## config.mk

```make
export PLATFORM = sky130hd
export DESIGN_NAME = epoch_day_calendar_converter_top
export DESIGN_NICKNAME = d
export VERILOG_FILES = /design/src/sv/edcc_pkg.sv /design/src/sv/edcc_sub.sv /design/src/sv/epoch_day_calendar_converter_top.sv
export SDC_FILE = /design/constraint.sdc
export NUM_CORES = 1
export LEC_CHECK = 0
export ABC_AREA = 1
export BUFFER_PORTS_ARGS = -buffer_cell sky130_fd_sc_hd__buf_2
export CELL_PAD_IN_SITES_DETAIL_PLACEMENT = 0
export CELL_PAD_IN_SITES_GLOBAL_PLACEMENT = 2
export CORE_AREA = 4 4 219 221
export DETAILED_ROUTE_END_ITERATION = 12
export DIE_AREA = 0 0 223 225
export PLACE_DENSITY_LB_ADDON = 0.1
export SYNTH_ARGS = -nofsm -noshare
export SYNTH_HDL_FRONTEND = slang
export SYNTH_HIERARCHICAL = 1
export SYNTH_SLANG_ARGS = --single-unit
export TNS_END_PERCENT = 10
```

## constraint.sdc

```tcl
create_clock -name clk_i -period 5.2 [get_ports clk_i]
set_input_delay 0 -clock clk_i [delete_from_list [all_inputs] [get_ports clk_i]]
set_output_delay 0 -clock clk_i [all_outputs]
set_load 0.02 [all_outputs]
```

## src/sv/edcc_pkg.sv

```systemverilog
package edcc_pkg;

  localparam int unsigned AluW = 32;

  typedef struct packed {
    logic        func;
    logic [31:0] timestamp;
    logic [11:0] year;
    logic [3:0]  month;
    logic [4:0]  day;
  } edcc_in_t;

  typedef struct packed {
    logic [15:0] day_count;
    logic [11:0] out_year;
    logic [3:0]  out_month;
    logic [4:0]  out_day;
    logic        bad_input;
  } edcc_out_t;

  localparam logic FuncToDate  = 1'b0;
  localparam logic FuncToCount = 1'b1;

  localparam logic [AluW-1:0] DaySecs     = AluW'(86400);
  localparam logic [AluW-1:0] CycleDays   = AluW'(1461);
  localparam logic [AluW-1:0] TwoYearDays = AluW'(730);
  localparam logic [AluW-1:0] YearDays    = AluW'(365);
  localparam logic [AluW-1:0] EpochOffset = AluW'(671);
  localparam logic [11:0]     BaseYear    = 12'd1968;

  localparam int unsigned DayDivSteps = 16;
  localparam int unsigned CycDivSteps = 6;
  localparam logic [3:0]  LastMonth   = 4'd11;

  // 1461 * (1968 / 4) + 731 + 1, kept modulo 2^16 like the day count
  localparam logic [15:0] CountBias = 16'(1461 * 492 + 731 + 1);

  // month lengths starting from March, February last
  function automatic logic [4:0] month_len(input logic [3:0] idx);
    logic [4:0] len;
    case (idx)
      4'd0, 4'd2, 4'd4, 4'd5, 4'd7, 4'd9, 4'd10: len = 5'd31;
      4'd1, 4'd3, 4'd6, 4'd8:                    len = 5'd30;
      default:                                   len = 5'd29;
    endcase
    return len;
  endfunction

  // days before the first of a month, January is 1
  function automatic logic [8:0] month_start(input logic [3:0] mo);
    logic [8:0] start;
    case (mo)
      4'd1:    start = 9'd0;
      4'd2:    start = 9'd31;
      4'd3:    start = 9'd59;
      4'd4:    start = 9'd90;
      4'd5:    start = 9'd120;
      4'd6:    start = 9'd151;
      4'd7:    start = 9'd181;
      4'd8:    start = 9'd212;
      4'd9:    start = 9'd243;
      4'd10:   start = 9'd273;
      4'd11:   start = 9'd304;
      4'd12:   start = 9'd334;
      default: start = 9'd0;
    endcase
    return start;
  endfunction

endpackage

```

## src/sv/edcc_sub.sv

```systemverilog
module edcc_sub (
  input  logic [edcc_pkg::AluW-1:0] a_i,
  input  logic [edcc_pkg::AluW-1:0] b_i,
  output logic [edcc_pkg::AluW-1:0] diff_o,
  output logic                      ge_o
);

  logic [edcc_pkg::AluW:0] full;

  assign full   = {1'b0, a_i} - {1'b0, b_i};
  assign diff_o = full[edcc_pkg::AluW-1:0];
  // no borrow means a >= b
  assign ge_o   = ~full[edcc_pkg::AluW];

endmodule

```

## src/sv/epoch_day_calendar_converter_top.sv

```systemverilog
// channel | direction | handshake               | payload
// in      | input     | in_valid_i / in_ready_o | in_i  (edcc_in_t)
// out     | output    | out_valid_o/ out_ready_i | out_o (edcc_out_t)
//
// One item at a time; in_ready_o is high only while the sequencer is idle.
// Timestamp to date: day-divide steps, cycle-divide steps, a two-year step,
// a one-year step, month steps and a finish state; the divide, year and month
// steps all go through the one shared subtract-and-compare unit.
// Date to count: multiply, sum, finish; a flagged input skips to finish.
// The output register frees the sequencer; it stalls in finish only when the
// previous result is still untaken. Reset clears the sequencer and out_valid_o.
module epoch_day_calendar_converter_top (
  input  logic                clk_i,
  input  logic                rst_ni,
  input  logic                in_valid_i,
  output logic                in_ready_o,
  input  edcc_pkg::edcc_in_t  in_i,
  output logic                out_valid_o,
  input  logic                out_ready_i,
  output edcc_pkg::edcc_out_t out_o
);

  typedef enum logic [8:0] {
    S_IDLE   = 9'b000000001,
    S_DAYDIV = 9'b000000010,
    S_CYCDIV = 9'b000000100,
    S_TWOYR  = 9'b000001000,
    S_ONEYR  = 9'b000010000,
    S_MONTH  = 9'b000100000,
    S_MUL    = 9'b001000000,
    S_SUM    = 9'b010000000,
    S_DONE   = 9'b100000000
  } state_e;

  state_e                    state_q, state_d;
  logic                      out_valid_q, out_valid_d;
  edcc_pkg::edcc_out_t       out_q, out_d;
  edcc_pkg::edcc_in_t        in_q, in_d;
  logic [edcc_pkg::AluW-1:0] rem_q, rem_d;
  logic [15:0]               quo_q, quo_d;
  logic [11:0]               yr_q, yr_d;
  logic [3:0]                mo_q, mo_d;
  logic [3:0]                cnt_q, cnt_d;
  logic [15:0]               acc_q, acc_d;
  logic                      bad_q, bad_d;

  logic [edcc_pkg::AluW-1:0] sub_b;
  logic [edcc_pkg::AluW-1:0] sub_diff;
  logic                      sub_ge;
  logic                      in_bad;
  logic                      leap_add;
  logic [3:0]                mo_shift;
  logic                      yr_wrap;
  edcc_pkg::edcc_out_t       result;

  edcc_sub u_sub (
    .a_i    (rem_q),
    .b_i    (sub_b),
    .diff_o (sub_diff),
    .ge_o   (sub_ge)
  );

  always_comb begin
    unique case (state_q)
      S_DAYDIV: sub_b = edcc_pkg::DaySecs << cnt_q;
      S_CYCDIV: sub_b = edcc_pkg::CycleDays << cnt_q;
      S_TWOYR:  sub_b = edcc_pkg::TwoYearDays;
      S_ONEYR:  sub_b = edcc_pkg::YearDays;
      S_MONTH:  sub_b = edcc_pkg::AluW'(edcc_pkg::month_len(mo_q));
      default:  sub_b = '0;
    endcase
  end

  assign in_bad   = (in_i.month == 4'd0) || (in_i.month > 4'd12) || (in_i.day == 5'd0);
  assign leap_add = (in_q.year[1:0] != 2'd0) || (in_q.month > 4'd2);

  // months were walked from March; fold back to January-based
  always_comb begin
    mo_shift = mo_q + 4'd2;
    yr_wrap  = 1'b0;
    if (mo_shift >= 4'd12) begin
      mo_shift = mo_shift - 4'd12;
      yr_wrap  = 1'b1;
    end
  end

  always_comb begin
    result = '0;
    if (bad_q) begin
      result.bad_input = 1'b1;
    end else if (in_q.func == edcc_pkg::FuncToCount) begin
      result.day_count = acc_q;
    end else begin
      result.day_count = quo_q;
      result.out_year  = yr_q + edcc_pkg::BaseYear + 12'(yr_wrap);
      result.out_month = mo_shift + 4'd1;
      result.out_day   = rem_q[4:0] + 5'd1;
    end
  end

  always_comb begin
    state_d     = state_q;
    out_valid_d = out_valid_q;
    out_d       = out_q;
    in_d        = in_q;
    rem_d       = rem_q;
    quo_d       = quo_q;
    yr_d        = yr_q;
    mo_d        = mo_q;
    cnt_d       = cnt_q;
    acc_d       = acc_q;
    bad_d       = bad_q;

    if (out_valid_q && out_ready_i) begin
      out_valid_d = 1'b0;
    end

    unique case (state_q)
      S_IDLE: begin
        if (in_valid_i) begin
          in_d  = in_i;
          rem_d = in_i.timestamp;
          quo_d = '0;
          cnt_d = 4'(edcc_pkg::DayDivSteps - 1);
          if (in_i.func == edcc_pkg::FuncToDate) begin
            bad_d   = 1'b0;
            state_d = S_DAYDIV;
          end else begin
            bad_d   = in_bad;
            state_d = in_bad ? S_DONE : S_MUL;
          end
        end
      end
      S_DAYDIV: begin
        if (sub_ge) begin
          rem_d = sub_diff;
        end
        quo_d = {quo_q[14:0], sub_ge};
        cnt_d = cnt_q - 4'd1;
        if (cnt_q == 4'd0) begin
          // restart from 1 March 1968 with the full day count
          rem_d   = edcc_pkg::AluW'({quo_q[14:0], sub_ge}) + edcc_pkg::EpochOffset;
          yr_d    = '0;
          cnt_d   = 4'(edcc_pkg::CycDivSteps - 1);
          state_d = S_CYCDIV;
        end
      end
      S_CYCDIV: begin
        if (sub_ge) begin
          rem_d = sub_diff;
        end
        yr_d  = {yr_q[10:0], sub_ge};
        cnt_d = cnt_q - 4'd1;
        if (cnt_q == 4'd0) begin
          state_d = S_TWOYR;
        end
      end
      S_TWOYR: begin
        if (sub_ge) begin
          rem_d = sub_diff;
        end
        // four years per cycle, plus two when past the second year
        yr_d    = {yr_q[9:0], sub_ge, 1'b0};
        state_d = S_ONEYR;
      end
      S_ONEYR: begin
        if (sub_ge) begin
          rem_d = sub_diff;
        end
        yr_d    = yr_q + 12'(sub_ge);
        mo_d    = '0;
        state_d = S_MONTH;
      end
      S_MONTH: begin
        if (mo_q != edcc_pkg::LastMonth && sub_ge) begin
          rem_d = sub_diff;
          mo_d  = mo_q + 4'd1;
        end else begin
          state_d = S_DONE;
        end
      end
      S_MUL: begin
        acc_d   = {6'd0, in_q.year[11:2]} * 16'd1461;
        state_d = S_SUM;
      end
      S_SUM: begin
        acc_d   = acc_q + (16'(in_q.year[1:0]) * 16'd365) + 16'(leap_add)
                + 16'(edcc_pkg::month_start(in_q.month)) + 16'(in_q.day)
                - edcc_pkg::CountBias;
        state_d = S_DONE;
      end
      S_DONE: begin
        // hold until the output register is free
        if (!out_valid_q || out_ready_i) begin
          out_d       = result;
          out_valid_d = 1'b1;
          state_d     = S_IDLE;
        end
      end
      default: begin
        state_d = S_IDLE;
      end
    endcase
  end

  always_ff @(posedge clk_i or negedge rst_ni) begin
    if (!rst_ni) begin
      state_q     <= S_IDLE;
      out_valid_q <= 1'b0;
    end else begin
      state_q     <= state_d;
      out_valid_q <= out_valid_d;
    end
  end

  always_ff @(posedge clk_i) begin
    out_q <= out_d;
    in_q  <= in_d;
    rem_q <= rem_d;
    quo_q <= quo_d;
    yr_q  <= yr_d;
    mo_q  <= mo_d;
    cnt_q <= cnt_d;
    acc_q <= acc_d;
    bad_q <= bad_d;
  end

  assign in_ready_o  = (state_q == S_IDLE);
  assign out_valid_o = out_valid_q;
  assign out_o       = out_q;

`ifndef NO_ASSERTIONS
  a_state_onehot: assert property (@(posedge clk_i) disable iff (!rst_ni)
    $onehot(state_q))
    else $error("sequencer state not one-hot");

  a_busy_after_accept: assert property (@(posedge clk_i) disable iff (!rst_ni)
    (in_valid_i && in_ready_o) |=> (state_q != S_IDLE))
    else $error("sequencer idle right after accepting an item");

  a_month_index: assert property (@(posedge clk_i) disable iff (!rst_ni)
    (state_q == S_MONTH) |-> (mo_q <= edcc_pkg::LastMonth))
    else $error("month walk ran past February");

  a_bad_zero_count: assert property (@(posedge clk_i) disable iff (!rst_ni)
    (out_valid_o && out_o.bad_input) |-> (out_o.day_count == 16'd0))
    else $error("flagged result carries a day count");
`endif

endmodule
```

# == Word-level counts from Yosys, hierarchy flattened ==
# Memory sizes are Yosys's and may differ from the RTL's. A register that Yosys moved wholly into a read port is not among the register bits.
# Index checks and enable logic that the tools add are counted.
# word_totals
register_bits,155
romBits,176
input_bits,58
out_inout_bits,40
elab_cells,121
mem_count,2
# op_classes
add_sub_neg,16
n_mul,2
magnitude_cmp,3
n_eq_ne,16
n_shift,2
n_mux,34
bitwise_logic,1
reduce_logical,27
# memory_table
memory,depth,width,read_ports,rd_clocked_by_memory_dff,write_ports,line_no,rtl
(no name shown),16,9,1,1,0,edcc_pkg.sv:52,case (mo)
(no name shown),16,2,1,1,0,edcc_pkg.sv:41,case (idx)
# op_table
op,count
$pmux W32 S5,1
$mux W32,4
$pmux W32 S4,1
$pmux W9 S9,1
$mux W9,8
$pmux W16 S2,2
$pmux W12 S4,1
$sub A32 B32 Y33,1
$mux W16,2
$shl A11 B4 Y32 const A,1
$shl A17 B4 Y32 const A,1
$add A12 B1 Y12,2
$mux W4,6
$add A16 B10 Y17 const B,1
$add A16 B1 Y16,1
$add A16 B11 Y16,1
$add A16 B5 Y16,1
$add A16 B9 Y16,1
$mul A10 B11 Y16 const B,1
$sub A16 B16 Y16 const B,1
$add A12 B11 Y12 const B,1
$mux W12,1
$ne A2 B2 Y1 const B,6
$pmux W4 S3,1
other kinds (35),54

# == Logic depth before layout (Yosys ltp) ==
# depth
word_depth,8
ltp_mapped,37

# == By module ==
# Netlist, hierarchy kept.
# by_module_without_submodules
mod,instances,cells_each,area_per_inst_um2,seq_area_each_um2
epoch_day_calendar_converter_top,1,1513,12480.7,4825.9
edcc_sub,1,546,2544.9,0.0

# == Least setup slack after synthesis ==
# Ideal clock, no wire load.
# synth_path
path_kind,reg2reg
from,reg state_q[0]
to,reg rem_q[0] (netlist bit) (enable)
arrival_time_ns,5.127
required_ns,4.730
slack_ns,-0.397
stages_incl_launch_ff,22
cell_sequence,dfstp_2 -> nor2_1 -> nand2_1 -> nor2_4 -> nand2_2 -> inv_1 -> buf_2 -> nand2_1 -> o311ai_0 -> ha_1 -> fa_1 -> inv_1 -> nand3_1 -> nand3_1 -> nand2_1 -> nand2_1 -> nand2_1 -> nand3_1 -> nand2_1 -> nand2_1 -> nand2_1 -> a211oi_1
# synth_via
elab_chain_cells,7
# synth_lines
element,line_no,rtl
start: declaration,epoch_day_calendar_converter_top.sv:35,"state_e state_q, state_d;"
start signal: assignment,epoch_day_calendar_converter_top.sv:211,state_q <= state_d;
$eq A9 B6 Y1 (tied with other cells),epoch_day_calendar_converter_top.sv:64,unique case (state_q)
$pmux W32 S5 *,epoch_day_calendar_converter_top.sv:64,
net sub_b (one bit),epoch_day_calendar_converter_top.sv:47,logic [edcc_pkg::AluW-1:0] sub_b;
$sub A32 B32 Y33 *,edcc_sub.sv:10,"assign full = {1'b0, a_i} - {1'b0, b_i};"
$not A1 Y1 *,edcc_sub.sv:13,assign ge_o = ~full[edcc_pkg::AluW];
net sub_ge,epoch_day_calendar_converter_top.sv:49,logic sub_ge;
$logic_and A1 B1 Y1 *,epoch_day_calendar_converter_top.sv:175,if (mo_q != edcc_pkg::LastMonth && sub_ge) begin
$ne A2 B2 Y1 (no line) *,-,
$reduce_and A3 Y1 (no line) *,-,
end signal: assignment,epoch_day_calendar_converter_top.sv:219,rem_q <= rem_d;
end: declaration,epoch_day_calendar_converter_top.sv:39,"logic [edcc_pkg::AluW-1:0] rem_q, rem_d;"
# The timed path passes the listed nets; every way through them passes the cells marked *.
# A chain may end at the register's enable or synchronous reset.

# == Worst setup path after layout ==
# layout_path
from,reg state_q[0]
to,reg yr_q[8] (data pin)
# layout_via
elab_chain_cells,6
# layout_lines
element,line_no,rtl
$eq A9 B6 Y1 (tied with other cells),epoch_day_calendar_converter_top.sv:64,
$pmux W32 S5 *,epoch_day_calendar_converter_top.sv:64,
net sub_b (one bit),epoch_day_calendar_converter_top.sv:47,
$sub A32 B32 Y33 *,edcc_sub.sv:10,
$not A1 Y1 *,edcc_sub.sv:13,
net sub_ge,epoch_day_calendar_converter_top.sv:49,
$add A12 B1 Y12 *,epoch_day_calendar_converter_top.sv:170,yr_d = yr_q + 12'(sub_ge);
$pmux W12 S4 *,epoch_day_calendar_converter_top.sv:118,unique case (state_q)
net yr_d[8],epoch_day_calendar_converter_top.sv:41,"logic [11:0] yr_q, yr_d;"
end signal: assignment,epoch_day_calendar_converter_top.sv:221,yr_q <= yr_d;
end: declaration,epoch_day_calendar_converter_top.sv:41,
# Marks and branches as above.

==> flow_results.xml <==
<?xml version="1.0" encoding="UTF-8"?>
<metrics>
  <group name="yosys">
    <metric name="syn-instance-count" unit="">2059</metric>
    <metric name="postSynthRegisterBits" unit="">166</metric>
    <metric name="synth_sequential_area_ratio" unit="%">32.12</metric>
    <metric name="ys.flop_type" unit="">edfxtp_1</metric>
    <metric name="synth_edf_count" unit="">145</metric>
    <metric name="post_synth_num_cell_types" unit="">54</metric>
    <metric name="syn-num-nets" unit="">2291</metric>
    <metric name="netlist_area" unit="mm2">0.01503</metric>
    <metric name="number_of_synthesis_warnings" unit="">6</metric>
    <metric name="top_cell_type_s_share_of_synthesized_area" unit="%">28.98</metric>
    <metric name="synth_area_leader_cell" unit="">edfxtp_1</metric>
    <metric name="ys_async_sr_fraction" unit="%">6.024</metric>
    <metric name="average_instance_area_after_synthesis" unit="um2">7.298</metric>
    <metric name="synth.top_cells.by_area" unit="">edfxtp_1 (29%), nand2_1 (14%), ha_1 (11%), inv_1 (9.6%), fa_1 (6.3%)</metric>
  </group>
  <group name="sta">
    <metric name="worst-slew-pin-transition" unit="ps">1167</metric>
    <metric name="fmax" unit="MHz">210.2</metric>
    <metric name="finalSetupViolations" unit="">0</metric>
    <metric name="final-hold-violation-count" unit="">0</metric>
    <metric name="timing.clock.skew" unit="ps">13.24</metric>
    <metric name="grt_setup_unrepaired" unit="">no</metric>
    <metric name="final.period_utilization" unit="%">91.50</metric>
    <metric name="layout_min_cycle_time" unit="ps">4758</metric>
    <metric name="setup_total_negative_slack" unit="ps">0</metric>
    <metric name="timing.max_slew.rel_slack" unit="%">22.04</metric>
    <metric name="maxSlewViolCount" unit="">0</metric>
    <metric name="fin_hold_ws" unit="ps">29.37</metric>
  </group>
  <group name="clock_network">
    <metric name="clk_pin_slew_worst_paths" unit="ps">80</metric>
    <metric name="clock_sink_count" unit="">166</metric>
    <metric name="h_tree_level_count" unit="">4</metric>
    <metric name="tritoncts" unit="">done</metric>
    <metric name="clk_latency" unit="ps">480</metric>
    <metric name="cts_buffers" unit="">17</metric>
    <metric name="max-clock-path-buffers" unit="">2</metric>
    <metric name="clock-root-buffer" unit="">clkbuf_16</metric>
  </group>
  <group name="hold_path">
    <metric name="hold-path-endpoint" unit="">state_q[3]</metric>
    <metric name="worst_hold_startpoint" unit="">in_valid_i</metric>
    <metric name="worst_hold_path.num_cells" unit="">3</metric>
    <metric name="timing.hold.worst.class" unit="">primary input to register</metric>
  </group>
  <group name="setup_path">
    <metric name="ff2ff_setup_slack" unit="ps">440</metric>
    <metric name="delay_of_the_slowest_critical_path_stage" unit="ps">550</metric>
    <metric name="worst_r2r_startpoint" unit="">state_q[0]</metric>
    <metric name="cpMaxStageDelayCell" unit="">dfstp_2</metric>
    <metric name="cp_max_fo" unit="">9</metric>
    <metric name="worst_path_most_repeated_cell" unit="">nand2_1</metric>
    <metric name="regToRegEndpoint" unit="">yr_q[8]</metric>
    <metric name="crit_end_category" unit="">register</metric>
    <metric name="worst_ep_required_time" unit="ps">5420</metric>
    <metric name="r2r.worst_path.cells" unit="">30</metric>
    <metric name="worst_setup_path_start_kind" unit="">register</metric>
    <metric name="timing.setup.critical_path_class" unit="">register to register</metric>
    <metric name="worst_ep_arrival_time" unit="ps">4980</metric>
  </group>
  <group name="floorplanning">
    <metric name="design.core.area" unit="mm2">0.04616</metric>
    <metric name="design.die.area" unit="mm2">0.05018</metric>
    <metric name="die_height" unit="um">225</metric>
    <metric name="ios" unit="">98</metric>
    <metric name="placementRows" unit="">79</metric>
    <metric name="floorplan.initialDensity" unit="%">32.55</metric>
    <metric name="die_width" unit="um">223</metric>
  </group>
  <group name="finish">
    <metric name="multi_input_comb_area" unit="mm2">0.008539</metric>
    <metric name="postLayoutCellArea" unit="mm2">0.01741</metric>
    <metric name="finish.net_count" unit="">2439</metric>
    <metric name="area_growth" unit="%">15.88</metric>
    <metric name="drive_above_1_share" unit="%">9.324</metric>
    <metric name="antenna_cells" unit="">0</metric>
    <metric name="ff_latch_area" unit="mm2">0.004826</metric>
    <metric name="utilization" unit="%">37.72</metric>
    <metric name="n_fill_cell" unit="">4873</metric>
  </group>
  <group name="grt">
    <metric name="grt_start_max_net_pins" unit="">39</metric>
    <metric name="grt_remaining_overflow" unit="">0</metric>
    <metric name="groute.usage.overall" unit="%">19.69</metric>
    <metric name="vias_in_the_first_global_route" unit="">13756</metric>
    <metric name="antenna_found_initial" unit="">2</metric>
    <metric name="grt_pass1_wl" unit="mm">76.96</metric>
  </group>
  <group name="route">
    <metric name="drtAntennaViolNets" unit="">0</metric>
    <metric name="first_iter_violations" unit="">807</metric>
    <metric name="drt_drc_violations_left" unit="">0</metric>
    <metric name="routed-via-count" unit="">13566</metric>
    <metric name="drt_first_pass_iters" unit="">5</metric>
    <metric name="wl_per_cell" unit="um">17.19</metric>
    <metric name="routed_wl" unit="mm">48.58</metric>
    <metric name="via_per_inst" unit="">4.799</metric>
  </group>
  <group name="place">
    <metric name="finalWeightedCongestion" unit="">0.8731</metric>
    <metric name="place_area" unit="mm2">0.01622</metric>
    <metric name="detailed_place_hpwl" unit="mm">39.68</metric>
    <metric name="port-buffer-count" unit="">97</metric>
  </group>
  <group name="flow_run">
    <metric name="max-cap-violations" unit="">0</metric>
  </group>
  <group name="run_status">
    <metric name="outcome" unit="">finished, final reports clean</metric>
  </group>
</metrics>
[cell usage after synthesis (2+ instances only)]
cell type,number
o22ai_1,9
a21boi_1,2
a22oi_1,12
a21boi_0,6
dfrtp_1,9
nor2_1,179
o21a_1,4
o21ai_0,108
or2_2,10
nand3_2,4
nand4_1,23
xor2_1,27
fa_1,47
o221ai_1,7
dfxtp_1,11
nand3b_1,3
a21oi_1,86
mux2i_1,2
o211ai_1,20
nand2_2,14
nor3b_1,3
inv_1,383
ha_1,127
nor2_4,3
xnor2_1,11
buf_4,5
buf_2,18
nor3_1,15
a211oi_1,3
nand3_1,127
inv_2,9
edfxtp_1,145
o21ai_1,9
buf_1,2
nand2_1,570
o2111ai_1,4
o21bai_1,3
nor2_2,5
clkbuf_1,19
[what timing repair did]
item / CTS / global route
hold buffers: 58 / 0
setup buffers: 0 / 1
setup endpoints to repair: 0 / 13
endpoints found under the hold margin: 70 / 0
resized for setup: 0 / 7
[layout by cell type, fill, tap and decap left out, types with 4 or more instances in the layout]
master	n
a22oi_1	12
dfxtp_1	11
nand3_1	127
nand3_2	4
a21boi_0	6
clkbuf_16	17
o21a_1	4
nor2_2	8
edfxtp_1	145
xor2_1	27
dlygate4sd3_1	58
buf_4	18
nor2_1	175
o221ai_1	7
o21ai_0	108
dfrtp_1	9
inv_6	5
nor3_1	15
a21oi_1	86
xnor2_1	11
o2111ai_1	4
o211ai_1	20
inv_1	381
nand2_1	568
ha_1	127
nand4_1	23
nand2_2	16
or2_2	10
fa_1	47
nor2_4	4
o22ai_1	9
buf_2	97
o21ai_1	9
inv_2	11
[routing by layer]
layer  part of all wire [%]  wire, um  global-route usage, %
met5                  0.041        20                      0
met4                    1.7       808                  4.792
met3                    3.9      1883                  3.374
met2                     48     23270                  33.52
met1                     47     22600                  26.27
[how the worst max path moves through the flow]
stage | start | end | slack [ps] | cells after the start
after floorplan | state_q[0] | rem_q[0] | 690 | 21
after global placement | state_q[7] | yr_q[8] | 270 | 25
after detailed placement | state_q[6] | yr_q[8] | 240 | 25
after CTS | state_q[6] | yr_q[8] | 230 | 25
after global routing | state_q[7] | yr_q[8] | 50 | 29
final | state_q[0] | yr_q[8] | 440 | 30
[per-stage QoR]
step / std cells / setup slack [ps]
final: 2827 / 442.2
after global routing: 2827 / 45.06
after CTS: 2826 / 228.6
after detailed placement: 2736 / 242.4
after global placement: 2736 / 273.3
after floorplan: 2059 / 694.0
[state kept, by name, indices dropped and copies added, names as in the netlist, named ones only]
| signal | count |
|---|---|
| state_q | 9 |
| yr_q | 12 |
| rem_q | 32 |
| quo_q | 16 |
| bad_q | 1 |
| mo_q | 4 |
| cnt_q | 4 |
| in_q | 22 |
| out_o | 38 |
| out_valid_o | 1 |
| acc_q | 16 |
[worst max-delay path: cells and delay by family (launching register included)]
kind | cells | cell delay, ps
DFF | 1 | 550
xor gates and xnor gates | 1 | 150
AOI/OAI and AO/OA | 2 | 220
adders and majority gates | 3 | 830
buffers and inverters | 5 | 530
and+or+nand+nor | 19 | 2190
[logic make-up (layout without fill, tap and decap cells)]
family          Yosys count  count (layout)  share of synthesized area (%)
simple gates            962             962                          26.78
buf+inv                 438             599                          11.27
xor+xnor                 38              38                          2.215
fa+ha+maj               174             174                          16.84
compound gates          279             279                          10.65
mux                       2               2                         0.1332
flops                   166             166                          32.12
[final cells by class]
| class | count | share of cell area, % |
|---|---|---|
| multi-input cells | 1455 | 49.04 |
| clock buffers | 18 | 2.465 |
| well taps | 607 | 4.362 |
| inverters | 393 | 8.472 |
| clock inverters | 14 | 0.9270 |
| repair buffers | 174 | 7.014 |
| flip-flops and latches | 166 | 27.72 |
Power is not shown: default switching activity piles up to over one toggle a cycle in this logic, so the estimate is an artifact.
